[src/stbs_pkg.sv]
// ----------------------------------------------------------------------------
// stbs_pkg
// Shared constants for the sorted table binary search core.
// ----------------------------------------------------------------------------
package stbs_pkg;

   localparam int VALUE_W = 32;   // width of a stored value or search key
   localparam int RSP_W   = 5;    // width of the position and count outputs

   localparam logic CMD_APPEND = 1'b0;
   localparam logic CMD_SEARCH = 1'b1;

endpackage

[src/stbs_ram.sv]
// ----------------------------------------------------------------------------
// stbs_ram
// Generic single-write, single-read RAM with registered read data.
// ----------------------------------------------------------------------------
module stbs_ram #(
   parameter int WIDTH = 32,
   parameter int DEPTH = 16
) (
   input  logic                     clock,
   input  logic                     wr_en,
   input  logic [$clog2(DEPTH)-1:0] wr_addr,
   input  logic [WIDTH-1:0]         wr_data,
   input  logic [$clog2(DEPTH)-1:0] rd_addr,
   output logic [WIDTH-1:0]         rd_data
);

   logic [WIDTH-1:0] mem [DEPTH];
   logic [WIDTH-1:0] rd_data_ff;

   always_ff @(posedge clock) begin
      if (wr_en) begin
         mem[wr_addr] <= wr_data;
      end
      rd_data_ff <= mem[rd_addr];
   end

   assign rd_data = rd_data_ff;

endmodule

[src/sorted_table_binary_search_core.sv]
// ----------------------------------------------------------------------------
// sorted_table_binary_search_core
// Collects signed values into a table, sorts them ascending with an early-exit
// bubble sort when a set closes, and answers binary-search lookups.
// ----------------------------------------------------------------------------
//
//  channel | handshake            | word
//  --------+----------------------+------------------------------------------
//  req     | req_valid/req_ready  | command, value, last
//  rsp     | rsp_valid/rsp_ready  | found, position, count, overflow
//
//  Flow: an append without last goes from idle straight to the response
//  state. A search alternates between the check and compare states until it
//  hits or the range is empty, then responds. A closing append of a set with
//  more than one value adds the sort: each bubble pass goes through the single
//  table RAM read port and the one shared compare unit.
//  Reset clears the count, the closed flag and the response valid; table
//  contents stay undefined until written. req_ready is high only in idle; a
//  stalled response holds the core in its response state.
//
module sorted_table_binary_search_core #(
   parameter int TABLE_DEPTH = 16
) (
   input  logic                               clock,
   input  logic                               reset,
   input  logic                               req_valid,
   output logic                               req_ready,
   input  logic                               req_command,
   input  logic signed [stbs_pkg::VALUE_W-1:0] req_value,
   input  logic                               req_last,
   output logic                               rsp_valid,
   input  logic                               rsp_ready,
   output logic                               rsp_found,
   output logic [stbs_pkg::RSP_W-1:0]         rsp_position,
   output logic [stbs_pkg::RSP_W-1:0]         rsp_count,
   output logic                               rsp_overflow
);

   localparam int AW = (TABLE_DEPTH > 1) ? $clog2(TABLE_DEPTH) : 1;
   localparam int CW = $clog2(TABLE_DEPTH + 1);
   localparam int VW = stbs_pkg::VALUE_W;
   localparam int RW = stbs_pkg::RSP_W;

   typedef enum logic [2:0] {
      S_IDLE,
      S_SORT_START,
      S_SORT_FIRST,
      S_SORT_CMP,
      S_SORT_END,
      S_SRCH_CHK,
      S_SRCH_CMP,
      S_RESP
   } state_type;

   state_type           state_ff, state_in;
   logic [CW-1:0]       count_ff, count_in;
   logic                closed_ff, closed_in;
   logic [CW-1:0]       pass_ff, pass_in;
   logic [AW-1:0]       k_ff, k_in;
   logic                swapped_ff, swapped_in;
   logic signed [VW-1:0] cur_ff, cur_in;
   logic signed [VW-1:0] key_ff, key_in;
   logic [CW-1:0]       lo_ff, lo_in;
   logic [CW-1:0]       end_ff, end_in;
   logic [CW-1:0]       mid_ff, mid_in;
   logic                hit_ff, hit_in;
   logic [CW-1:0]       pos_ff, pos_in;
   logic                ovf_ff, ovf_in;
   logic                rsp_valid_ff, rsp_valid_in;
   logic                rsp_found_ff, rsp_found_in;
   logic [RW-1:0]       rsp_position_ff, rsp_position_in;
   logic [RW-1:0]       rsp_count_ff, rsp_count_in;
   logic                rsp_overflow_ff, rsp_overflow_in;

   logic                wr_en;
   logic [AW-1:0]       wr_addr;
   logic [VW-1:0]       wr_data;
   logic [AW-1:0]       rd_addr;
   logic [VW-1:0]       rd_data;
   logic signed [VW-1:0] rd_value;

   logic [CW-1:0]       base_count;
   logic [CW-1:0]       last_idx;
   logic [CW:0]         mid_sum;
   logic [CW-1:0]       mid_calc;
   logic                cur_gt;
   logic [CW+RW-1:0]    count_wide;
   logic [CW+RW-1:0]    pos_wide;

   stbs_ram #(
      .WIDTH (VW),
      .DEPTH (TABLE_DEPTH)
   ) u_table (
      .clock   (clock),
      .wr_en   (wr_en),
      .wr_addr (wr_addr),
      .wr_data (wr_data),
      .rd_addr (rd_addr),
      .rd_data (rd_data)
   );

   assign rd_value   = $signed(rd_data);
   // the one shared compare: carried element or key against the read word
   assign cur_gt     = (state_ff == S_SORT_CMP) ? (cur_ff > rd_value) : (rd_value > key_ff);
   // an append after a closed set starts over at zero
   assign base_count = closed_ff ? '0 : count_ff;
   // last index touched by the current bubble pass
   assign last_idx   = count_ff - pass_ff;
   // floor((lo + hi) / 2) with hi = end - 1; lo < end whenever it is used
   assign mid_sum    = {1'b0, lo_ff} + {1'b0, end_ff} - {{CW{1'b0}}, 1'b1};
   assign mid_calc   = mid_sum[CW:1];
   // outputs are masked to RW bits
   assign count_wide = {{RW{1'b0}}, count_ff};
   assign pos_wide   = {{RW{1'b0}}, pos_ff};

   always_comb begin
      state_in        = state_ff;
      count_in        = count_ff;
      closed_in       = closed_ff;
      pass_in         = pass_ff;
      k_in            = k_ff;
      swapped_in      = swapped_ff;
      cur_in          = cur_ff;
      key_in          = key_ff;
      lo_in           = lo_ff;
      end_in          = end_ff;
      mid_in          = mid_ff;
      hit_in          = hit_ff;
      pos_in          = pos_ff;
      ovf_in          = ovf_ff;
      rsp_valid_in    = rsp_valid_ff;
      rsp_found_in    = rsp_found_ff;
      rsp_position_in = rsp_position_ff;
      rsp_count_in    = rsp_count_ff;
      rsp_overflow_in = rsp_overflow_ff;
      wr_en           = 1'b0;
      wr_addr         = '0;
      wr_data         = '0;
      rd_addr         = '0;

      // drop the response word once taken
      if (rsp_valid_ff && rsp_ready) begin
         rsp_valid_in = 1'b0;
      end

      case (state_ff)
         S_IDLE: begin
            if (req_valid) begin
               hit_in = 1'b0;
               pos_in = '0;
               ovf_in = 1'b0;
               key_in = req_value;
               if (req_command == stbs_pkg::CMD_APPEND) begin
                  // write straight into the table; full table drops the word
                  count_in = base_count;
                  if (base_count < CW'(TABLE_DEPTH)) begin
                     wr_en    = 1'b1;
                     wr_addr  = base_count[AW-1:0];
                     wr_data  = req_value;
                     count_in = base_count + CW'(1);
                  end else begin
                     ovf_in = 1'b1;
                  end
                  closed_in = req_last;
                  pass_in   = CW'(1);
                  if (req_last && count_in > CW'(1)) begin
                     state_in = S_SORT_START;
                  end else begin
                     state_in = S_RESP;
                  end
               end else begin
                  lo_in    = '0;
                  end_in   = count_ff;
                  state_in = S_SRCH_CHK;
               end
            end
         end

         S_SORT_START: begin
            // fetch the first element of the pass
            rd_addr    = '0;
            swapped_in = 1'b0;
            state_in   = S_SORT_FIRST;
         end

         S_SORT_FIRST: begin
            cur_in   = rd_value;
            rd_addr  = AW'(1);
            k_in     = AW'(1);
            state_in = S_SORT_CMP;
         end

         S_SORT_CMP: begin
            // carry the larger element forward; settle the smaller at k-1
            if (cur_gt) begin
               wr_en      = 1'b1;
               wr_addr    = k_ff - AW'(1);
               wr_data    = rd_data;
               swapped_in = 1'b1;
            end else begin
               cur_in = rd_value;
               if (swapped_ff) begin
                  wr_en   = 1'b1;
                  wr_addr = k_ff - AW'(1);
                  wr_data = cur_ff;
               end
            end
            if (CW'(k_ff) == last_idx) begin
               state_in = S_SORT_END;
            end else begin
               k_in     = k_ff + AW'(1);
               rd_addr  = k_ff + AW'(1);
            end
         end

         S_SORT_END: begin
            // the carried element is the largest of this pass
            wr_en   = 1'b1;
            wr_addr = last_idx[AW-1:0];
            wr_data = cur_ff;
            if (!swapped_ff || (pass_ff + CW'(1)) >= count_ff) begin
               state_in = S_RESP;
            end else begin
               pass_in  = pass_ff + CW'(1);
               state_in = S_SORT_START;
            end
         end

         S_SRCH_CHK: begin
            if (lo_ff < end_ff) begin
               mid_in   = mid_calc;
               rd_addr  = mid_calc[AW-1:0];
               state_in = S_SRCH_CMP;
            end else begin
               state_in = S_RESP;
            end
         end

         S_SRCH_CMP: begin
            if (rd_value == key_ff) begin
               hit_in   = 1'b1;
               pos_in   = mid_ff + CW'(1);
               state_in = S_RESP;
            end else begin
               if (cur_gt) begin
                  end_in = mid_ff;
               end else begin
                  lo_in = mid_ff + CW'(1);
               end
               state_in = S_SRCH_CHK;
            end
         end

         S_RESP: begin
            // hold until the response register is free
            if (!rsp_valid_ff || rsp_ready) begin
               rsp_valid_in    = 1'b1;
               rsp_found_in    = hit_ff;
               rsp_position_in = pos_wide[RW-1:0];
               rsp_count_in    = count_wide[RW-1:0];
               rsp_overflow_in = ovf_ff;
               state_in        = S_IDLE;
            end
         end

         default: begin
            state_in = S_IDLE;
         end
      endcase
   end

   always_ff @(posedge clock) begin
      if (reset) begin
         state_ff     <= S_IDLE;
         count_ff     <= '0;
         closed_ff    <= 1'b0;
         rsp_valid_ff <= 1'b0;
      end else begin
         state_ff     <= state_in;
         count_ff     <= count_in;
         closed_ff    <= closed_in;
         rsp_valid_ff <= rsp_valid_in;
      end
      pass_ff         <= pass_in;
      k_ff            <= k_in;
      swapped_ff      <= swapped_in;
      cur_ff          <= cur_in;
      key_ff          <= key_in;
      lo_ff           <= lo_in;
      end_ff          <= end_in;
      mid_ff          <= mid_in;
      hit_ff          <= hit_in;
      pos_ff          <= pos_in;
      ovf_ff          <= ovf_in;
      rsp_found_ff    <= rsp_found_in;
      rsp_position_ff <= rsp_position_in;
      rsp_count_ff    <= rsp_count_in;
      rsp_overflow_ff <= rsp_overflow_in;
   end

   assign req_ready    = (state_ff == S_IDLE);
   assign rsp_valid    = rsp_valid_ff;
   assign rsp_found    = rsp_found_ff;
   assign rsp_position = rsp_position_ff;
   assign rsp_count    = rsp_count_ff;
   assign rsp_overflow = rsp_overflow_ff;

endmodule
[config.mk]
export PLATFORM = sky130hd
export DESIGN_NAME = sorted_table_binary_search_core
export DESIGN_NICKNAME = d
export VERILOG_FILES = /design/src/stbs_pkg.sv /design/src/stbs_ram.sv /design/src/sorted_table_binary_search_core.sv
export SDC_FILE = /design/constraint.sdc
export NUM_CORES = 1
export LEC_CHECK = 0
export ABC_CLOCK_PERIOD_IN_PS = 7400
export BUFFER_PORTS_ARGS = -buffer_cell sky130_fd_sc_hd__buf_2
export CORE_MARGIN = 2
export CORE_UTILIZATION = 45
export DETAILED_ROUTE_END_ITERATION = 6
export PLACE_DENSITY = 0.58
export RECOVER_POWER = 100
export SLEW_MARGIN = 20
export SYNTH_ARGS = -nofsm -noshare
export SYNTH_HDL_FRONTEND = slang
export SYNTH_HIERARCHICAL = 1
export SYNTH_SLANG_ARGS = --single-unit
[constraint.sdc]
create_clock -name clock -period 7.4 [get_ports clock]
set_clock_uncertainty 0.05 [all_clocks]
set_input_delay 0.37 -clock clock [delete_from_list [all_inputs] [get_ports clock]]
set_output_delay 0.37 -clock clock [all_outputs]
set_load 0.02 [all_outputs]
==> metrics.md <==
| Metric | Value |
|---|---|
| Non-Filler Instances | `2458` |
| Hold Path Stages | `3` |
| EDFF count, synth | `between 600 and 700` |
| Commonest cells after routing, fill and taps aside | `edfxtp_1, mux4_2, inv_1` |
| Layout cell share with drive strength beyond 1 | `0.160` |
| Reg-to-reg startpoint | `cur_ff[31]` |
| Fmax | `166 MHz` |
| CP max stage cell | `nor2_1` |
| Mapped Cells | `1509` |
| Hold EP | `rsp_valid` |
| Cts repair resizes | `0` |
| Kind of critical path | `reg2reg` |
| Crit path arrival time | `6.28 ns` |
| Gpl congestion | `between 0.8 and 0.9` |
| Outcome | `finished with violations` |
| Drt via density | `~5.7` |
| Netlist Area Pre-Place | `0.0271 mm^2` |
| Die Y | `249 um` |
| H-Tree Depth | `3` |
| Commonest non-fill, non-tap cell in the layout | `edfxtp_1` |
| Pwr per Cell Area | `394 mW/mm^2` |
| Cells along the critical path | `ha_1, nand4_1, nor4_1, nand3_1, o211ai_1, nand2_1, o21ai_0, o221ai_1, nand2b_1, nor2_1, buf_16` |
| Setup violators final | `0` |
| Gr ovfl total | `0` |
| CP Capture Type | `register` |
| Die X | `approximately 250 um` |
| Vias | `between 10000 and 15000` |
| Fraction of registers with async set/reset | `0` |
| Unrepaired setup endpoints after global routing | `no` |
| Core area | `0.0592 mm^2` |
| Netlist cell types | `63` |
| CTS tree | `yes` |
| Clk buf depth | `3` |
| Area Growth Syn to Fin | `14.0%` |
| Final Max Tran Viols | `360` |
| Vias in the first global route | `14300` |
| Ant. Diodes | `0` |
| 1st-iter DRT viols | `between 1000 and 1500` |
| Pre-antenna DRT Iters | `7` |
| Placed insts | `2291` |
| Max Cap Violations | `15` |
| VDD IR max | `roughly 0.00024 V` |
| Final #Nets | `around 1800` |
| Sequential cell area fraction in the yosys report | `0.718` |
| Final hold vios | `0` |
| CP Launch Type | `register` |
| RR Endpoint | `u_table/mem[10][25]` |
| Final total power | `between 10 and 15 mW` |
| Max incr delay on CP | `1.48 ns` |
| First-pass GRT wire length | `92.7 mm` |
| Post-DP HPWL | `38.9 mm` |
| Slew @ Worst Pin | `2.89 ns` |
| Initial core utilization | `0.457` |
| Sink Count | `662` |
| R2R depth | `11` |
| Largest net degree at the start of global routing | `129` |
| Hold path startpoint | `rsp_ready` |
| PortBufs | `51` |
| Synth Register Bits | `roughly 660` |
| Lkg Pwr | `10.5 nW` |
| # rows | `89` |
| ANT nets after route | `0` |
| Reg-to-reg slack, setup | `1.36 ns` |
| Post-Route WL | `about 61 mm` |
| DRC Markers | `0` |
| Final Cycle Share | `0.816` |
| Post-CTS Setup Inserts | `0` |
| Tmin final | `6.04 ns` |
| Routed length per instance | `25.0 um` |
| Total negative setup slack | `0 ns` |
| Die ar. | `0.0622 mm^2` |
| Total Routing Usage GR | `0.201` |
| Clock latency on the worst-skew pair | `0.60 ns` |
| Clock slew at reported path FFs | `0.06 ns` |
| Fillers | `4800` |
| Worst hold path class | `in2reg` |
| Syn_nets | `1640` |
| Root Driver | `clkbuf_16` |
| Failing checks | `max-capacitance violations, max-slew violations` |
| Crit Path Max Fanout | `17` |
| Initial antenna violation count | `0` |
| Relative slew slack | `-0.940` |
| TritonCTS buffer count | `71` |
| Syn. warnings | `6` |
| Mean Syn Cell Area | `17.9 um^2` |
| Dominant synthesized flop cell | `edfxtp_1` |
| I/O pins | `between 50 and 60` |
| WP data required | `7.64 ns` |
## layer usage
metal	routed length (um)	vias to the layer above	global-route usage
met5	0	-	0
met4	851	0	0.0527
met1	28900	7380	0.307
met3	3750	53	0.0304
li1	-	6259	-
met2	28000	421	0.301
## cells in the mapped netlist, drive strengths merged, types with 3 or more instances
library cell  number  share of area
nand2b             6         0.0014
and2               3        0.00069
dfxtp             42          0.031
nand3             21         0.0039
nor4               6         0.0014
a21o              11         0.0030
inv              100          0.014
nor3              14         0.0026
a211oi             3        0.00083
o31ai              3        0.00083
o21a               4         0.0011
mux2i              3         0.0011
o21ai             27         0.0053
a21oi             38         0.0072
xor2               7         0.0023
mux4             128           0.11
buf               36         0.0090
ha                91          0.042
xnor2             16         0.0052
o211ai             5         0.0014
nand4             14         0.0032
a221o             33          0.012
nand2             69         0.0097
nor2b             10         0.0023
edfxtp           620           0.69
clkbuf            23         0.0032
a22oi             70          0.019
nor2              71         0.0098
a21boi             3        0.00083
## metrics by stage
step,hold WS (ns),setup WS [ns],instance area (um^2),util
detailed placement,0.355,1.70,28400,0.479
global placement,0.351,1.67,28200,0.477
finish,0.0585,1.36,30900,0.521
global route,0.0643,1.02,30900,0.521
CTS,0.00927,1.61,31000,0.523
floorplan,0.350,1.62,27100,-
## sequential cells by signal, summed over array words and instances (netlist names)
name and flops:
rsp_position 5, ovf_ff 1, lo_ff 5, swapped_ff 1, end_ff 5, pos_ff 5
pass_ff 5, state_ff 3, key_ff 32, u_table/rd_data 32, count_ff 5, hit_ff 1
closed_ff 1, rsp_overflow 1, u_table/mem 512, rsp_valid 1, rsp_count 5, cur_ff 32
mid_ff 5, k_ff 4, rsp_found 1
## cell type report
cell class              instances  area [um^2]  area share
inverters                     100          375      0.0122
clock inverters                40          338      0.0109
flip-flops and latches        662        19500       0.630
well taps                     773          967      0.0313
clock buffers                  90         1910      0.0619
repair buffers                108          870      0.0282
multi-input cells             685         6960       0.225
## how the worst max path moves through the flow
stage | cells past startpoint | slack (ns) | startpoint | end
after floorplan | 11 | 1.62 | cur_ff[19] | u_table/mem[0][0]
after global placement | 10 | 1.67 | cur_ff[31] | u_table/mem[7][9]
after detailed placement | 11 | 1.70 | u_table/rd_data[31] | u_table/mem[11][21]
after CTS | 10 | 1.61 | cur_ff[31] | u_table/mem[11][7]
after global routing | 12 | 1.02 | u_table/rd_data[31] | u_table/mem[5][3]
final | 11 | 1.36 | cur_ff[31] | u_table/mem[10][25]
## critical path, delay by kind of cell, from the launching register on
family / cells / cell delay (ns)
simple gates: 6 / 3.38
compound gates: 3 / 1.15
fa+ha+maj: 1 / 0.45
flops: 1 / 0.42
buf+inv: 1 / 0.25
## where the power goes
group | internal, mW | leakage [nW] | switching [mW] | total, mW
sequential | 5.02 | 6.07 | 0.228 | 5.24
clock | 2.01 | 1.11 | 1.43 | 3.44
combinational | 1.29 | 3.29 | 2.19 | 3.48
## kinds of logic (layout without fill, tap and decap cells)
kind of cell,count (synthesis),after routing,share of synthesized area
flops,662,662,0.718
simple gates,228,228,0.0392
compound gates,209,209,0.0559
buf+inv,162,338,0.0272
mux,131,131,0.108
fa+ha+maj,93,93,0.0435
xor+xnor,24,24,0.00827
## repair_timing
action	4_1_cts	5_1_grt
hold buffers	34	0
setup endpoints to repair	0	0
hold endpoints to repair	33	0
Power figures use the tool's default switching activity.
